$ cat src/rtl/core/uulc_pkg.sv
package uulc_pkg;

	localparam int MaxResults = 6;

	localparam logic [7:0] ZeroChar  = 8'h60;
	localparam logic [7:0] SpaceChar = 8'h20;
	localparam logic [7:0] NewLine   = 8'h0A;

	localparam logic ModeEncode = 1'b0;
	localparam logic ModeDecode = 1'b1;

	typedef struct packed {
		logic [7:0] data;
		logic [5:0] line_length;
		logic       first_of_line;
		logic       last_of_line;
	} in_word_t;

	typedef struct packed {
		logic [7:0]  out_value;
		logic        end_of_line;
		logic [13:0] byte_sum;
		logic [5:0]  decoded_count;
	} out_word_t;

	function automatic logic [7:0] enc_char(input logic [5:0] code);
		enc_char = (code == 6'd0) ? ZeroChar : (SpaceChar + {2'b00, code});
	endfunction

	function automatic logic [5:0] dec_char(input logic [7:0] c);
		logic [7:0] diff;
		diff = c - SpaceChar;
		dec_char = (c == ZeroChar || c == SpaceChar) ? 6'd0 : diff[5:0];
	endfunction

endpackage

$ cat src/rtl/core/uu_line_codec_unit.sv
// Line-based uuencode/uudecode unit. cfg_wr_data selects encode (0) or decode (1);
// a write also clears all line state and must only happen while the unit is idle.
// A word is taken into an input register, and one step of logic turns it into
// all of its output words (up to six in encode, up to three in decode), which are
// loaded into a result buffer and drained one per cycle while out_ready is high.
// The single output port draining the result buffer sets the pace of the unit;
// words that produce one or no output word flow at one per cycle while out_ready
// is high. The next input word is taken while the last output word of the
// previous one is being delivered.
module uu_line_codec_unit
	import uulc_pkg::*;
(
	input  logic      clk,
	input  logic      arst_n,
	input  logic      cfg_wr_en,
	input  logic      cfg_wr_data,
	input  logic      in_valid,
	output logic      in_ready,
	input  in_word_t  in_word,
	output logic      out_valid,
	input  logic      out_ready,
	output out_word_t out_word
);

	logic        mode_q;
	logic        s1_valid_q;
	in_word_t    item_s1;
	logic [23:0] bits_q;
	logic [1:0]  fill_q;
	logic [13:0] sum_q;
	logic [5:0]  rem_q;
	logic [5:0]  lc_q;
	out_word_t   res_q [MaxResults];
	logic [2:0]  res_cnt_q;

	logic        drain_ok;
	logic        proc;
	logic        out_fire;

	out_word_t   res_d [MaxResults];
	logic [2:0]  n_d;
	logic [23:0] bits_d;
	logic [1:0]  fill_d;
	logic [13:0] sum_d;
	logic [5:0]  rem_d;
	logic [5:0]  lc_d;

	assign out_valid = (res_cnt_q != 3'd0);
	assign out_word  = res_q[0];
	assign out_fire  = out_valid && out_ready;
	assign drain_ok  = (res_cnt_q == 3'd0) || (res_cnt_q == 3'd1 && out_ready);
	assign proc      = s1_valid_q && drain_ok;
	assign in_ready  = !s1_valid_q || proc;

	// one word through the codec
	always_comb begin
		logic [5:0]  rem_e;
		logic [1:0]  fill_e;
		logic [23:0] bits_e;
		logic [13:0] sum_e;
		logic [5:0]  lc_e;
		logic        take;
		logic [23:0] shifted;
		logic [23:0] nb;
		logic        emit1;
		logic [1:0]  fill2;
		logic [23:0] bits2;
		logic [13:0] sum2;
		logic [5:0]  rem2;
		logic        grp;
		logic [23:0] gbits;
		logic [2:0]  base;
		logic [2:0]  nl_pos;
		logic [23:0] sb;
		logic [5:0]  tk;
		logic [5:0]  dc;

		for (int i = 0; i < MaxResults; i++) begin
			res_d[i] = '0;
		end
		n_d    = 3'd0;
		bits_d = bits_q;
		fill_d = fill_q;
		sum_d  = sum_q;
		rem_d  = rem_q;
		lc_d   = lc_q;

		rem_e   = item_s1.first_of_line ? item_s1.line_length : rem_q;
		fill_e  = item_s1.first_of_line ? 2'd0 : fill_q;
		bits_e  = item_s1.first_of_line ? 24'd0 : bits_q;
		sum_e   = item_s1.first_of_line ? 14'd0 : sum_q;
		lc_e    = item_s1.first_of_line ? item_s1.line_length : lc_q;
		take    = (rem_e != 6'd0);
		unique case (fill_e)
			2'd0:    shifted = {item_s1.data, 16'd0};
			2'd1:    shifted = {8'd0, item_s1.data, 8'd0};
			2'd2:    shifted = {16'd0, item_s1.data};
			default: shifted = 24'd0;
		endcase
		nb      = bits_e | shifted;
		emit1   = take && (fill_e == 2'd2);
		fill2   = take ? (emit1 ? 2'd0 : fill_e + 2'd1) : fill_e;
		bits2   = take ? (emit1 ? 24'd0 : nb) : bits_e;
		sum2    = take ? (sum_e + {6'd0, item_s1.data}) : sum_e;
		rem2    = take ? (rem_e - 6'd1) : rem_e;
		grp     = emit1 || (item_s1.last_of_line && fill2 != 2'd0);
		gbits   = emit1 ? nb : bits2;
		base    = item_s1.first_of_line ? 3'd1 : 3'd0;
		nl_pos  = base + (grp ? 3'd4 : 3'd0);

		dc = dec_char(item_s1.data);
		sb = {bits_q[17:0], dc};
		tk = (rem_q < 6'd3) ? rem_q : 6'd3;

		if (mode_q == ModeEncode) begin
			if (item_s1.first_of_line) begin
				res_d[0].out_value = SpaceChar + {2'b00, item_s1.line_length};
			end
			if (grp) begin
				for (int k = 0; k < 4; k++) begin
					res_d[3'(base + 3'(k))].out_value = enc_char(gbits[23 - 6*k -: 6]);
				end
			end
			if (item_s1.last_of_line) begin
				res_d[nl_pos].out_value   = NewLine;
				res_d[nl_pos].end_of_line = 1'b1;
				res_d[nl_pos].byte_sum    = sum2;
			end
			n_d = nl_pos + (item_s1.last_of_line ? 3'd1 : 3'd0);
			if (item_s1.last_of_line) begin
				bits_d = 24'd0;
				fill_d = 2'd0;
				sum_d  = 14'd0;
				rem_d  = 6'd0;
				lc_d   = 6'd0;
			end else begin
				bits_d = bits2;
				fill_d = fill2;
				sum_d  = sum2;
				rem_d  = rem2;
				lc_d   = lc_e;
			end
		end else begin
			if (item_s1.first_of_line) begin
				bits_d = 24'd0;
				fill_d = 2'd0;
				sum_d  = 14'd0;
				lc_d   = dc;
				rem_d  = dc;
			end else begin
				if (rem_q != 6'd0) begin
					if (fill_q == 2'd3) begin
						for (int k = 0; k < 3; k++) begin
							res_d[k].out_value     = sb[23 - 8*k -: 8];
							res_d[k].end_of_line   = (rem_q == 6'(k + 1));
							res_d[k].decoded_count = lc_q;
						end
						n_d    = tk[2:0];
						rem_d  = rem_q - tk;
						bits_d = 24'd0;
						fill_d = 2'd0;
					end else begin
						bits_d = sb;
						fill_d = fill_q + 2'd1;
					end
				end
				if (item_s1.last_of_line) begin
					bits_d = 24'd0;
					fill_d = 2'd0;
					rem_d  = 6'd0;
				end
			end
		end
	end

	always_ff @(posedge clk or negedge arst_n) begin
		if (!arst_n) begin
			mode_q     <= ModeEncode;
			s1_valid_q <= 1'b0;
			bits_q     <= '0;
			fill_q     <= '0;
			sum_q      <= '0;
			rem_q      <= '0;
			lc_q       <= '0;
			res_cnt_q  <= '0;
		end else begin
			if (in_valid && in_ready) begin
				s1_valid_q <= 1'b1;
			end else if (proc) begin
				s1_valid_q <= 1'b0;
			end

			if (cfg_wr_en) begin
				mode_q <= cfg_wr_data;
				bits_q <= '0;
				fill_q <= '0;
				sum_q  <= '0;
				rem_q  <= '0;
				lc_q   <= '0;
			end else if (proc) begin
				bits_q <= bits_d;
				fill_q <= fill_d;
				sum_q  <= sum_d;
				rem_q  <= rem_d;
				lc_q   <= lc_d;
			end

			if (proc) begin
				res_cnt_q <= n_d;
			end else if (out_fire) begin
				res_cnt_q <= res_cnt_q - 3'd1;
			end
		end
	end

	always_ff @(posedge clk) begin
		if (in_valid && in_ready) begin
			item_s1 <= in_word;
		end
		if (proc) begin
			for (int i = 0; i < MaxResults; i++) begin
				res_q[i] <= res_d[i];
			end
		end else if (out_fire) begin
			for (int i = 0; i < MaxResults - 1; i++) begin
				res_q[i] <= res_q[i + 1];
			end
		end
	end

	a_res_cnt_range: assert property (@(posedge clk) disable iff (!arst_n)
		res_cnt_q <= 3'(MaxResults))
		else $error("result buffer count out of range");

	a_enc_fill: assert property (@(posedge clk) disable iff (!arst_n)
		mode_q == ModeEncode |-> fill_q != 2'd3)
		else $error("encode group holds a full group");

	a_rem_le_count: assert property (@(posedge clk) disable iff (!arst_n)
		rem_q <= lc_q)
		else $error("bytes remaining exceed line count");

	a_no_load_while_busy: assert property (@(posedge clk) disable iff (!arst_n)
		res_cnt_q > 3'd1 |=> res_cnt_q == $past(res_cnt_q) ||
			res_cnt_q == $past(res_cnt_q) - 3'd1)
		else $error("result buffer reloaded before draining");

endmodule
$ cat config.mk
export PLATFORM = sky130hd
export DESIGN_NAME = uu_line_codec_unit
export DESIGN_NICKNAME = d
export VERILOG_FILES = /design/src/rtl/core/uulc_pkg.sv /design/src/rtl/core/uu_line_codec_unit.sv
export SDC_FILE = /design/constraint.sdc
export NUM_CORES = 1
export LEC_CHECK = 0
export ABC_AREA = 1
export CAP_MARGIN = 20
export CORE_MARGIN = 10
export CORE_UTILIZATION = 48
export DETAILED_ROUTE_END_ITERATION = 8
export DONT_BUFFER_PORTS = 1
export HOLD_SLACK_MARGIN = 0.15
export PLACE_DENSITY_LB_ADDON = 0.05
export SLEW_MARGIN = 20
export SYNTH_ARGS = -nofsm -noshare
export SYNTH_HDL_FRONTEND = slang
export SYNTH_SLANG_ARGS = --single-unit
export TNS_END_PERCENT = 50
$ cat constraint.sdc
create_clock -name clk -period 4.6 [get_ports clk]
set_clock_uncertainty 0.15 [all_clocks]
set_input_delay 0.46 -clock clk [delete_from_list [all_inputs] [get_ports clk]]
set_output_delay 0.46 -clock clk [all_outputs]
set_load 0.01 [all_outputs]
[Word level (Yosys, flattened, before mapping)]
Memory sizes are Yosys's and may differ from the RTL's.
Cells that the tools add are included.
Storage, ports and cells
  bits in registers: 73
  memory bits (writable): 174
  bits of input ports: 22
  output and inout bits: 31
  memories: 1
Operators by class
  $add $sub $neg: 17
  magnitude comparators: 11
  equal/unequal tests: 12
  multiplexer cells: 119
  bitwise logic cells: 11
  reduce and logical (&&, ||, !) cells: 33
Memory list
  res_q: words 6, width 29, read ports 6, clocked after Yosys merged registers in 0, wr ports 6, RTL line uu_line_codec_unit.sv:33  | out_word_t res_q [MaxResults];
Operator list (number)
  $bwmux 174: 7
  $demux 29 s3: 7
  $mux 174: 3
  $mux 29: 10
  $mux 24: 12
  $mux 6: 22
  $mux 14: 9
  $mux 15: 8
  $mux 87: 1
  $pmux 24 s3: 1
  $mux 9: 4
  $add 6x6->7 const A: 5
  $mux 7: 5
  $logic_not 6->1: 4
  $or 24x24->24: 1
  $mux 2: 11
  $mux 21: 1
  $mux 3: 7
  $ge 4x4->1 const B: 5
  $lt 4x1->1 const B: 5
  $mux 20: 1
  $add 14x8->14: 1
  $eq 6x2->1 const B: 2
  $not 3->4: 3
  33 further kinds: 68

[Logic depth before layout (Yosys ltp)]
  word-level depth: 21
  gate-level depth with buffers: 19

[Worst setup path after synthesis]
Ideal clock, no wire load.
  kind: reg-to-reg
  from: reg res_cnt_q[0]
  to: mem res_q[0][0] in the netlist's numbering, enable pin
  setup time: 1147 ps
  data arrival time: 3069 ps
  path slack: 234 ps
  cell stages (with the launch flop): 6
  path buffers: 0
  period minus slack after synthesis: 4366 ps
  path through: dfrtp_1 inv_1 ha_1 a21o_1 nand3_2 nand2_1
RTL lines
  from (decl): RTL line uu_line_codec_unit.sv:34  | logic [2:0] res_cnt_q;
  from (signal assigned): RTL line uu_line_codec_unit.sv:209  | res_cnt_q <= n_d;
  from (signal assigned): RTL line uu_line_codec_unit.sv:211  | res_cnt_q <= res_cnt_q - 3'd1;
  to (decl): RTL line uu_line_codec_unit.sv:33

==> flow_summary.json <==
{
  "firstDrtPassIters": 6,
  "cts_tree": "done",
  "muxShareOfSynthArea_pct": 0,
  "rrSetupSlack_ns": 0.87,
  "hold_path_end": "rem_q[5]",
  "via_count": 8760,
  "ys_types": 48,
  "clk_path_buf_depth": 3,
  "yosys.area_share.simple_pct": 20.64,
  "clkLatencyLatePin_ns": 0.53,
  "cap_violations": 0,
  "initial_core_util_pct": 49.15,
  "hp-start": "cfg_wr_en",
  "cp-end-kind": "flip-flop",
  "grt_max_degree": 58,
  "min_path_type": "in -> reg",
  "rows": 55,
  "synth_top_area_share_pct": 43.32,
  "drive_above_1_share_pct": 8.320,
  "synth_top_cell_by_area": "edfxtp_1",
  "antenna_found_initial": 0,
  "avgSynthCellArea_sq_um": 9.005,
  "num_io_pins": 53,
  "hpwlAfterDp_mm": 20.65,
  "dp.cells": 1533,
  "min_period_over_period_pct": 81.13,
  "finalSetupViolCount": 0,
  "num_antenna_cells": 0,
  "viasPerCell": 5.478,
  "finalSetupTns_ns": 0,
  "path_delay_family": "simple AND/OR/NAND/NOR gates",
  "syn_inst": 1247,
  "status": "finished clean",
  "hold_violations": 0,
  "cts_resized": 0,
  "grt.overflow.total": 0,
  "final_common_cell": "nand2_1",
  "areaGrowthSynthToFinish_pct": 11.78,
  "leakagePower_uw": 0.005339,
  "cpPeakStageDelay_ns": 0.48,
  "ir_drop_mv": 0.3878,
  "worstSetupPathType": "reg -> reg",
  "drt_iter0_markers": 921,
  "final_cell_mix": "286 x nand2_1, 162 x edfxtp_1, 146 x inv_1, 130 x nor2_1, 112 x o21ai_0",
  "drc_errors": 0,
  "grt_pass1_vias": 8340,
  "dieArea_sq_mm": 0.02991,
  "power_density_mw_per_mm2": 641.7,
  "die_h_um": 173.0,
  "htreeDepth": 1,
  "critPathLaunchType": "flip-flop",
  "crit_buf_inv": 1,
  "slew_viol_final": 0,
  "hold-path-cell-count": 5,
  "cts.sink_count": 219,
  "arrival_ns": 3.84,
  "core_sq_mm": 0.02285,
  "cp.required_ns": 4.71,
  "crit_path_cell_trace": "buf_4 -> nand2_1 -> o21a_1 -> ha_1 -> nand3_1 -> nor2_4 -> nand2_2 -> nand2_1 -> nor2_1 -> a21oi_1 -> nand2_1 -> nand2_1 -> nand2_1 -> nand2_1 -> nand2_1",
  "worst_path_most_repeated_cell": "nand2_1",
  "yosys_warnings": 0,
  "clk_pin_slew_ns": 0.06,
  "reg2reg_depth": 15,
  "worstReg2RegStart": "item_s1[1]",
  "synthXorXnorAreaFrac_pct": 0.7799,
  "cts_buffers": 24,
  "nets": 1307,
  "fin_crit_ns": 3.732,
  "root_buffer": "clkbuf_16",
  "port_buffers": 0,
  "gp_congestion": 0.9533,
  "grt_pass1_wl_mm": 48.87,
  "ys_ff_latch": 219,
  "drt-total-wl_mm": 31.15,
  "slew_headroom_pct": 38.60,
  "synth_seq_area_share_pct": 56.02,
  "netlist_area_sq_mm": 0.01123,
  "die_x_um": 173.0,
  "postRouteAntennaNets": 0,
  "synthAdderAreaFrac_pct": 1.961,
  "cp_slowest_cell": "edfxtp_1",
  "power_uw": 8054,
  "finalNonFillerCells": 1599,
  "synth_compound_area_share_pct": 13.03,
  "final_util_pct": 54.94,
  "tightest_slew_ns": 0.9210,
  "fmax_ghz": 0.2680,
  "worstReg2RegEnd": "res_q[1][27]",
  "rsz0062_at_grt": "false",
  "wl_per_cell_um": 19.48,
  "synth.area.top_cells": "edfxtp_1 43%, dfrtp_1 13%, nand2_1 9.6%",
  "grt_use_total_pct": 20.32,
  "critPathMaxFanout": 21,
  "synth_top_family_by_area": "simple AND/OR/NAND/NOR gates"
}
what timing repair did:
| action | CTS | global route |
|---|---|---|
| hold buffers | 22 | 0 |
| buffers inserted | 0 | 0 |
| hold endpoints to repair | 78 | 0 |
cell usage after synthesis (all sizes together):
library cell and number:
a21o 1, a21oi 28, a221oi 1, a22o 1
a22oi 19, a31oi 3, a32oi 2, buf 28
clkbuf 25, conb 1, dfrtp 57, edfxtp 162
fa 1, ha 16, inv 156, nand2 299
nand3 72, nand3b 6, nand4 12, nor2 141
nor3 9, nor4 1, o2111ai 2, o211ai 16
o21a 1, o21ai 147, o21bai 4, o221ai 1
o22ai 19, o31ai 4, o32ai 1, or2 1
xnor2 4, xor2 6
worst max path at each step:
stage                 start           end  slack (ns)  cells after the start
3_3_place_gp     item_s1[1]  res_q[1][27]        1.03                     15
6_report         item_s1[1]  res_q[1][27]        0.87                     15
4_1_cts          item_s1[1]  res_q[1][27]        0.95                     15
2_1_floorplan  res_cnt_q[0]   res_q[0][0]        0.23                      5
3_5_place_dp     item_s1[1]  res_q[1][27]        0.95                     15
5_1_grt          item_s1[1]  res_q[4][12]        0.60                     11
metrics by stage:
step,worst slack (ns),instance area (sq um),hold slack [ns]
floorplan,0.2338,11260,0.01441
global placement,1.025,11550,0.01720
detailed placement,0.9523,11550,0.01707
CTS,0.9509,12550,0.1931
global route,0.5993,12550,0.2749
finish,0.8681,12550,0.2187
worst register-to-register path, stage by stage, from the launching register on:
cell and delay (ns):
edfxtp_1 0.48, buf_4 0.25, nand2_1 0.09, o21a_1 0.20
ha_1 0.20, nand3_1 0.12, nor2_4 0.31, nand2_2 0.35
nand2_1 0.28, nor2_1 0.09, a21oi_1 0.40, nand2_1 0.20
nand2_1 0.15, nand2_1 0.06, nand2_1 0.05, nand2_1 0.07
logic make-up (layout without fill, tap and decap cells):
family,Yosys count,after routing
compound gates,250,250
xor+xnor,10,10
fa+ha+maj,17,17
buf+inv,209,241
flops,219,219
other cells,1,8
simple gates,541,541
registers in the layout, indices dropped and copies added, names as in the netlist:
signal	flops
res_q	146
bits_q	24
item_s1	16
sum_q	14
lc_q	6
rem_q	6
res_cnt_q	3
fill_q	2
mode_q	1
s1_valid_q	1
layout make-up:
cell class	instances	area [sq um]
clock buffers	34	698.2
clock inverters	10	61.31
fillers	2153	10290
inverters	156	585.6
multi-input cells	826	4131
flip-flops and latches	219	6291
well taps	313	391.6
repair buffers	41	392.9
metal layers:
| metal | track usage (%) | share of wire, % | vias to the layer above |
|---|---|---|---|
| li1 | - | - | 4240 |
| met1 | 29.68 | 47 | 4205 |
| met2 | 31.08 | 45 | 269 |
| met3 | 2.592 | 5.8 | 46 |
| met4 | 5.641 | 2.4 | 0 |
| met5 | 0 | 0 | - |
power breakdown:
part | internal (uW) | leakage (uW) | switching [uW]
Sequential | 3190 | 0.00241 | 393
Combinational | 708 | 0.00256 | 1920
Clock | 1060 | 0.000377 | 790
(Power assumes the default switching activity.)
